File: config.mk
export PLATFORM = sky130hd
export DESIGN_NAME = vnf_div
export DESIGN_NICKNAME = d
export VERILOG_FILES = /design/src/design/vnf_pkg.sv /design/src/design/vnf_div.sv
export SDC_FILE = /design/constraint.sdc
export NUM_CORES = 2
export LEC_CHECK = 0
export BUFFER_PORTS_ARGS = -buffer_cell sky130_fd_sc_hd__buf_2
export CORE_MARGIN = 2
export CORE_UTILIZATION = 50
export CTS_CLUSTER_DIAMETER = 200
export CTS_CLUSTER_SIZE = 30
export DETAILED_ROUTE_END_ITERATION = 12
export GPL_TIMING_DRIVEN = 0
export MAX_ROUTING_LAYER = met4
export PLACE_DENSITY_LB_ADDON = 0.25
export SLEW_MARGIN = 25
export SYNTH_ARGS = -nofsm -noshare
export SYNTH_HDL_FRONTEND = slang
export SYNTH_SLANG_ARGS = --single-unit
File: constraint.sdc
create_clock -name clk -period 4.4 [get_ports clk]
set_input_delay 0.88 -clock clk [delete_from_list [all_inputs] [get_ports clk]]
set_output_delay 0.88 -clock clk [all_outputs]
set_load 0.01 [all_outputs]
File: src/design/vnf_pkg.sv
// Shared types, constants and helper functions of the fractal value noise block.
// No dependencies; used by vnf_octave, vnf_div and the top level.
package vnf_pkg;

  localparam int MAX_OCTAVES   = 8;
  localparam int FRACTION_BITS = 16;

  localparam int CNT_W    = 4;
  localparam int AMP_W    = 17;
  localparam int CORNER_W = 24;
  localparam int NOISE_W  = CORNER_W + 2;
  localparam int PROD_W   = NOISE_W + AMP_W;
  localparam int OCT_W    = $clog2(MAX_OCTAVES + 1);
  localparam int SUM_W    = PROD_W + OCT_W;
  localparam int WGT_W    = AMP_W + OCT_W;
  localparam int DEN_W    = WGT_W + CORNER_W;
  localparam int QUO_W    = 16;

  // hash multipliers
  localparam logic [31:0] HASH_X    = 32'h9e3779b9;
  localparam logic [31:0] HASH_Y    = 32'h85ebca6b;
  localparam logic [31:0] HASH_SEED = 32'hc2b2ae35;
  localparam logic [31:0] AVAL_MUL1 = 32'h7feb352d;
  localparam logic [31:0] AVAL_MUL2 = 32'h846ca68b;

  // per-octave steps
  localparam logic [17:0] FREQ_MUL  = 18'd131727;
  localparam logic [31:0] SEED_STEP = 32'd313;
  localparam logic [31:0] SALT_STEP = 32'd3571;

  localparam logic [CORNER_W-1:0]    CORNER_FULL = 24'hffffff;
  localparam logic [AMP_W-1:0]       AMP_ONE     = AMP_W'(65536);
  localparam logic [FRACTION_BITS:0] FRAC_ONE    = (FRACTION_BITS + 1)'(1) << FRACTION_BITS;

  // configuration register indexes
  typedef enum logic [2:0] {
    REG_BASE_FREQ = 3'd0,
    REG_OCT_COUNT = 3'd1,
    REG_ROUGHNESS = 3'd2,
    REG_SEED      = 3'd3,
    REG_SALT      = 3'd4
  } vnf_reg_t;

  // one sample in flight between octave units
  typedef struct packed {
    logic signed [31:0]       px;
    logic signed [31:0]       py;
    logic [31:0]              freq;
    logic [31:0]              seed;
    logic [31:0]              salt;
    logic [AMP_W-1:0]         amp;
    logic [OCT_W-1:0]         left;
    logic signed [SUM_W-1:0]  sum;
    logic [WGT_W-1:0]         weight;
  } vnf_item_t;

  // first avalanche round: xor-shift then multiply
  function automatic logic [31:0] vnf_mix1(input logic [31:0] v);
    logic [31:0] x;
    x = v ^ (v >> 16);
    return 32'(x * AVAL_MUL1);
  endfunction

  // second avalanche round
  function automatic logic [31:0] vnf_mix2(input logic [31:0] v);
    logic [31:0] x;
    x = v ^ (v >> 15);
    return 32'(x * AVAL_MUL2);
  endfunction

  // last xor-shift and 24-bit corner mask
  function automatic logic [CORNER_W-1:0] vnf_corner(input logic [31:0] v);
    logic [31:0] x;
    x = v ^ (v >> 16);
    return x[CORNER_W-1:0];
  endfunction

  // linear blend a*(1-s) + b*s, truncated
  function automatic logic [CORNER_W-1:0] vnf_blend(input logic [CORNER_W-1:0] a,
                                                    input logic [CORNER_W-1:0] b,
                                                    input logic [FRACTION_BITS:0] s);
    logic [FRACTION_BITS:0]                  one_s;
    logic [CORNER_W+FRACTION_BITS+1:0]       acc;
    one_s = FRAC_ONE - s;
    acc = (CORNER_W + FRACTION_BITS + 2)'(a) * (CORNER_W + FRACTION_BITS + 2)'(one_s)
        + (CORNER_W + FRACTION_BITS + 2)'(b) * (CORNER_W + FRACTION_BITS + 2)'(s);
    return acc[CORNER_W+FRACTION_BITS-1:FRACTION_BITS];
  endfunction

endpackage

File: src/design/vnf_div.sv
// Pipelined signed division of the weighted sum by the total weight, one
// quotient bit per stage, with saturation to Q1.15. Depends on vnf_pkg.
module vnf_div (
  input  logic                              clk,
  input  logic                              rst,
  input  logic                              adv,
  input  logic                              in_valid,
  input  logic signed [vnf_pkg::SUM_W-1:0]  sum,
  input  logic [vnf_pkg::WGT_W-1:0]         weight,
  output logic                              out_valid,
  output logic signed [15:0]                noise
);
  import vnf_pkg::*;

  logic [DEN_W:0]   rem  [0:QUO_W];
  logic [DEN_W-1:0] den  [0:QUO_W];
  logic [QUO_W-1:0] quo  [0:QUO_W];
  logic             neg  [0:QUO_W];
  logic             zero [0:QUO_W];
  logic [QUO_W:0]   vld;

  // prep stage: magnitude, sign and denominator weight * (2^24 - 1)
  logic [SUM_W-1:0] mag_full;
  assign mag_full = sum[SUM_W-1] ? $unsigned(-sum) : $unsigned(sum);

  always_ff @(posedge clk) begin
    if (adv) begin
      rem[0]  <= {1'b0, mag_full[DEN_W-1:0]};
      den[0]  <= (DEN_W'(weight) << CORNER_W) - DEN_W'(weight);
      quo[0]  <= '0;
      neg[0]  <= sum[SUM_W-1];
      zero[0] <= (weight == '0);
    end
  end

  // one restoring step per stage, quotient MSB first
  for (genvar s = 0; s < QUO_W; s++) begin : g_step
    logic         bit_q;
    logic [DEN_W:0] r_sub;
    assign bit_q = (rem[s] >= {1'b0, den[s]});
    assign r_sub = bit_q ? (rem[s] - {1'b0, den[s]}) : rem[s];

    always_ff @(posedge clk) begin
      if (adv) begin
        rem[s+1]  <= {r_sub[DEN_W-1:0], 1'b0};
        den[s+1]  <= den[s];
        quo[s+1]  <= {quo[s][QUO_W-2:0], bit_q};
        neg[s+1]  <= neg[s];
        zero[s+1] <= zero[s];
      end
    end
  end

  // sign, saturation and output register
  logic [QUO_W-1:0] qm;
  assign qm = quo[QUO_W];

  always_ff @(posedge clk) begin
    if (adv) begin
      if (zero[QUO_W]) begin
        noise <= '0;
      end else if (neg[QUO_W]) begin
        noise <= $signed(-qm);
      end else if (qm[QUO_W-1]) begin
        noise <= 16'sh7fff;
      end else begin
        noise <= $signed(qm);
      end
    end
  end

  always_ff @(posedge clk) begin
    if (rst) begin
      vld       <= '0;
      out_valid <= 1'b0;
    end else if (adv) begin
      vld       <= {vld[QUO_W-1:0], in_valid};
      out_valid <= vld[QUO_W];
    end
  end

endmodule

## Yosys cells after proc, flatten, opt, wreduce, memory -nomap -nowiden

Memories as Yosys holds them, arrays and structs flattened.
Index checks and enable logic that the tools add are counted.

| storage, ports and cells | value |
|---|---|
| register bits after elaboration | 34 |
| memory bits (writable) | 1,853 |
| input bits | 72 |
| output and inout port bits | 17 |
| logic and storage cells | 65 |
| memories | 5 |

| operators by class | value |
|---|---|
| $add $sub $neg | 19 |
| $lt $le $gt $ge | 16 |
| muxes and demuxes | 21 |
| reductions and logical operators | 1 |

Memory list:

| name | depth | width | read ports | clocked after memory_dff | write ports | line | text |
|---|---|---|---|---|---|---|---|
| rem | 17 | 46 | 16 | 0 | 17 | vnf_div.sv:15 | `logic [DEN_W:0] rem [0:QUO_W];` |
| den | 17 | 45 | 16 | 0 | 17 | vnf_div.sv:16 | `logic [DEN_W-1:0] den [0:QUO_W];` |
| quo | 17 | 16 | 17 | 0 | 17 | vnf_div.sv:17 | `logic [QUO_W-1:0] quo [0:QUO_W];` |
| neg | 17 | 1 | 17 | 0 | 17 | vnf_div.sv:18 | `logic neg [0:QUO_W];` |
| zero | 17 | 1 | 17 | 0 | 17 | vnf_div.sv:19 | `logic zero [0:QUO_W];` |

Operators by type and width:

| cell | count |
|---|---|
| 2-to-1 mux 45 bit | 17 |
| >= comparator 46 x 45 -> 1 bit | 16 |
| subtractor 45 bit | 16 |
| negator 45 bit | 1 |
| subtractor 45 x 21 -> 45 bit | 1 |
| logical NOT 21 bit | 1 |
| 2-to-1 mux 16 bit | 1 |
| negator 16 bit | 1 |
| 2-to-1 mux 15 bit | 1 |
| 2-to-1 mux 1 bit | 2 |

## Longest topological paths before layout

An unclocked memory read counts as a cell.

| depth | value |
|---|---|
| word-level depth | 3 |
| mapped depth | 18 |
| gate-level depth less buffers | 15 |

## Least setup slack after synthesis

OpenSTA, ideal clock, no wires.

| timing path | value |
|---|---|
| path kind | reg-to-reg |
| from | memory rem[0][615] (netlist name) |
| to | memory rem[0][652] (netlist name), data pin |
| library setup time | 0.260 ns |
| arrival | 3.399 ns |
| required time | 4.140 ns |
| slack | 0.741 ns |
| stages on the path, launching flop included | 16 |
| path buffers | 3 |
| clock period less this slack | 3.659 ns |
| cell sequence | edfxtp_1 -> ha_1 -> buf_6 -> a21o_1 -> a21o_1 -> or4_1 -> a31oi_1 -> o31ai_1 -> nand4_1 -> a21oi_1 -> or3_4 -> a31oi_4 -> o21ba_2 -> buf_8 -> buf_12 -> mux2_4 |

RTL lines:

| element | line |
|---|---|
| start: declaration | vnf_div.sv:15 |

==> impl_results.md <==
- Area growth syn-to-layout: 6.96%
- Initial antenna violation count: 3
- GPL Wtd Cong: 1.02
- Top-count cell post-synth: edfxtp_1
- Fmax: 228 MHz
- Vias/cell: 5.66
- Pre-Repair DR Iteration Count: 6
- WP data required: 4.92 ns
- Final design utilization: 0.539
- Syn Nets: 10100
- Layout cell share with drive strength beyond 1: 0.0704
- Max-Cap Viols: 0
- WP data arrival: 4.91 ns
- Number of port buffers: 86
- Worst r2r src: den[0][438]
- Worst-Margin Slew: 1.10 ns
- Crit path cell chain: inv_1, ha_1, clkbuf_1, nand4_1, nor3_2, nand3_1, nor3_1, a2111oi_1, o31ai_4, buf_12, buf_4, mux2_2
- Status: finished clean
- Pre-CTS setup slack: -1.60 ns
- DR WL/cell: 21.4 um
- Worst setup margin: 0.0142 ns
- Largest fanout on the critical path: 10
- Worst clock skew: 0.0453 ns
- R2R Setup Slk: 0.01 ns
- Slew HR: 0.259
- Power density over the cells: 699 nW/um2
- Post-synth top area cell: edfxtp_1
- Sequential share of the synthesized area: 0.500
- Clk pin slew, worst setup/hold paths: 0.12 ns
- Hold path depth: 1
- R2R depth: 12
- Gr ovfl total: 0
- Core area: 195000 um2
- Mapped Area: 98400 um2
- Leakage: 42.9 nW
- Die area: 200000 um2
- Clk buf depth: 3
- RR Endpoint: rem[0][480]
- End point of the worst hold path: neg[0][0]
- Residual DRC count: 0
- # setup viols final: 0
- Top cell type's share of synthesized area: 0.496
- Worst IR drop on VDD: 422 uV
- WP buf/inv: 4
- Root buffer cell: clkbuf_16
- Final hold vios: 0
- Slew Viols, Final: 0
- CP Launch Type: register
- Final ANT Viol Nets: 0
- # rows: 162
- Fin nets: 10300
- Die X: 448 um
- Largest net degree at the start of global routing: 146
- Yosys warning count: 0
- #FFs+latches synth: 1644
- Hold WS: 0.344 ns
- CTS tree: yes
- CP startpoint: den[0][438]
- FFs w/ async S/R, synth: 0
- Area contributors post-synth: edfxtp_1 (50%), ha_1 (9.2%), a21oi_1 (4.1%), o21ai_0 (3.4%), inv_1 (3.4%)
- Vias: 68600
- Post-synth EDFFs: 1626
- Crit Path Category: register to register
- Slowest stage cell, crit path: nor3_2
- Total GRT Usage: 0.263
- Crit path max-delay family: simple AND/OR/NAND/NOR gates
- Tot Pwr: 73.6 mW
- Clk sink count: 1644
- Initial DRC count: 3597
- Avg Cell Area, Syn: 10.6 um2
- Fin Setup TNS: 0 ns
- I/O pin count: 89
- Htree depth: 2
- HP Start: sum[46]
- Vias in the first global route: 71200
- Synth cell types: 97
- First-pass GRT wire length: 393000 um
- Post-synth top cells: edfxtp_1 (1626), inv_1 (892), a21oi_1 (814)
- Initial core utilization: 0.504
- DP Wirelength: 209000 um
- Total Routed Length: 259000 um
- Clock Latency Late Sink: 0.79 ns
- Final min period: 4.39 ns
- Worst Setup End Kind: register
- CTS Buf Count: 60
- Post-route clock period utilization: 0.997
- Cell count after synthesis: 9275
- CP peak stage delay: 0.68 ns
- Die Span Y: 448 um
- Main synth FF type: edfxtp_1
- HP Class: input port to register
-- layout make-up --
cell class / count / area (um2)
Clock inverter: 3 / 33.8
Antenna cell: 1 / 2.50
Fill cell: 16800 / 89900
Sequential cell: 1644 / 49200
Inverter: 892 / 3350
Timing Repair Buffer: 135 / 1100
Multi-Input combinational cell: 6455 / 45400
Tap cell: 2624 / 3280
Clock buffer: 72 / 1550
Buffer: 278 / 1360
-- per-stage QoR --
stage	cell area (um2)	instances
6_report	105000	12100
5_1_grt	105000	12100
4_1_cts	105000	12100
3_5_place_dp	103000	12000
3_3_place_gp	102000	12000
2_1_floorplan	98400	9275
-- what timing repair did --
action | in CTS | in global routing
pin swaps | 15 | 8
gates resized for setup | 152 | 52
setup buffers | 18 | 12
hold endpoints to repair | 0 | 0
setup endpoints to repair | 668 | 414
hold buffers | 0 | 0
-- layout by cell type, fill, tap and decap left out, types with 70 or more instances in the layout --
cell,n
edfxtp_1,1626
inv_1,891
a21oi_1,801
nand2_1,752
ha_1,720
o21ai_0,663
nor2_1,544
xnor2_1,370
a21o_1,370
xor2_1,303
clkbuf_1,204
mux2_2,151
nand4_1,147
nand3_1,141
nor3_1,110
nor2b_1,108
nand2b_1,105
o21bai_1,105
buf_2,101
o21a_1,91
a31oi_1,71
and3_1,70
-- cell families after synthesis --
kind of cell	share of synthesized area
compound gates	0.160
simple gates	0.107
flops	0.500
buf+inv	0.0465
fa+ha+maj	0.0948
xor+xnor	0.0599
mux	0.0319
-- power by group --
group	leakage [nW]	switching (mW)	total (mW)	internal [mW]
Combinational	26.1	24.3	41.1	16.8
Clock	0.769	4.59	7.10	2.51
Sequential	16.1	2.13	25.4	23.3
-- routing by layer --
| metal | vias to the layer above | track usage | part of all wire |
|---|---|---|---|
| met1 | 32300 | 0.223 | 0.33 |
| met2 | 1478 | 0.518 | 0.55 |
| li1 | 34100 | - | - |
| met4 | 0 | 0.211 | 0.099 |
| met5 | - | - | 0 |
| met3 | 745 | 0.0193 | 0.021 |
-- state kept, by name, indices dropped and copies added (netlist names) --
signal,count
zero,17
vld,17
noise,16
quo,136
den,720
neg,17
rem,720
out_valid,1
-- worst max path at each step --
stage               slack, ns  cells past startpoint          end
finish                   0.01                     12  rem[0][480]
global route            -0.05                     15  rem[0][479]
CTS                     0.008                     15  rem[0][134]
global placement       -22.43                      5      vld[11]
floorplan                0.74                     15  rem[0][652]
detailed placement      -1.60                     17   rem[0][47]
(Power assumes the default switching activity.)
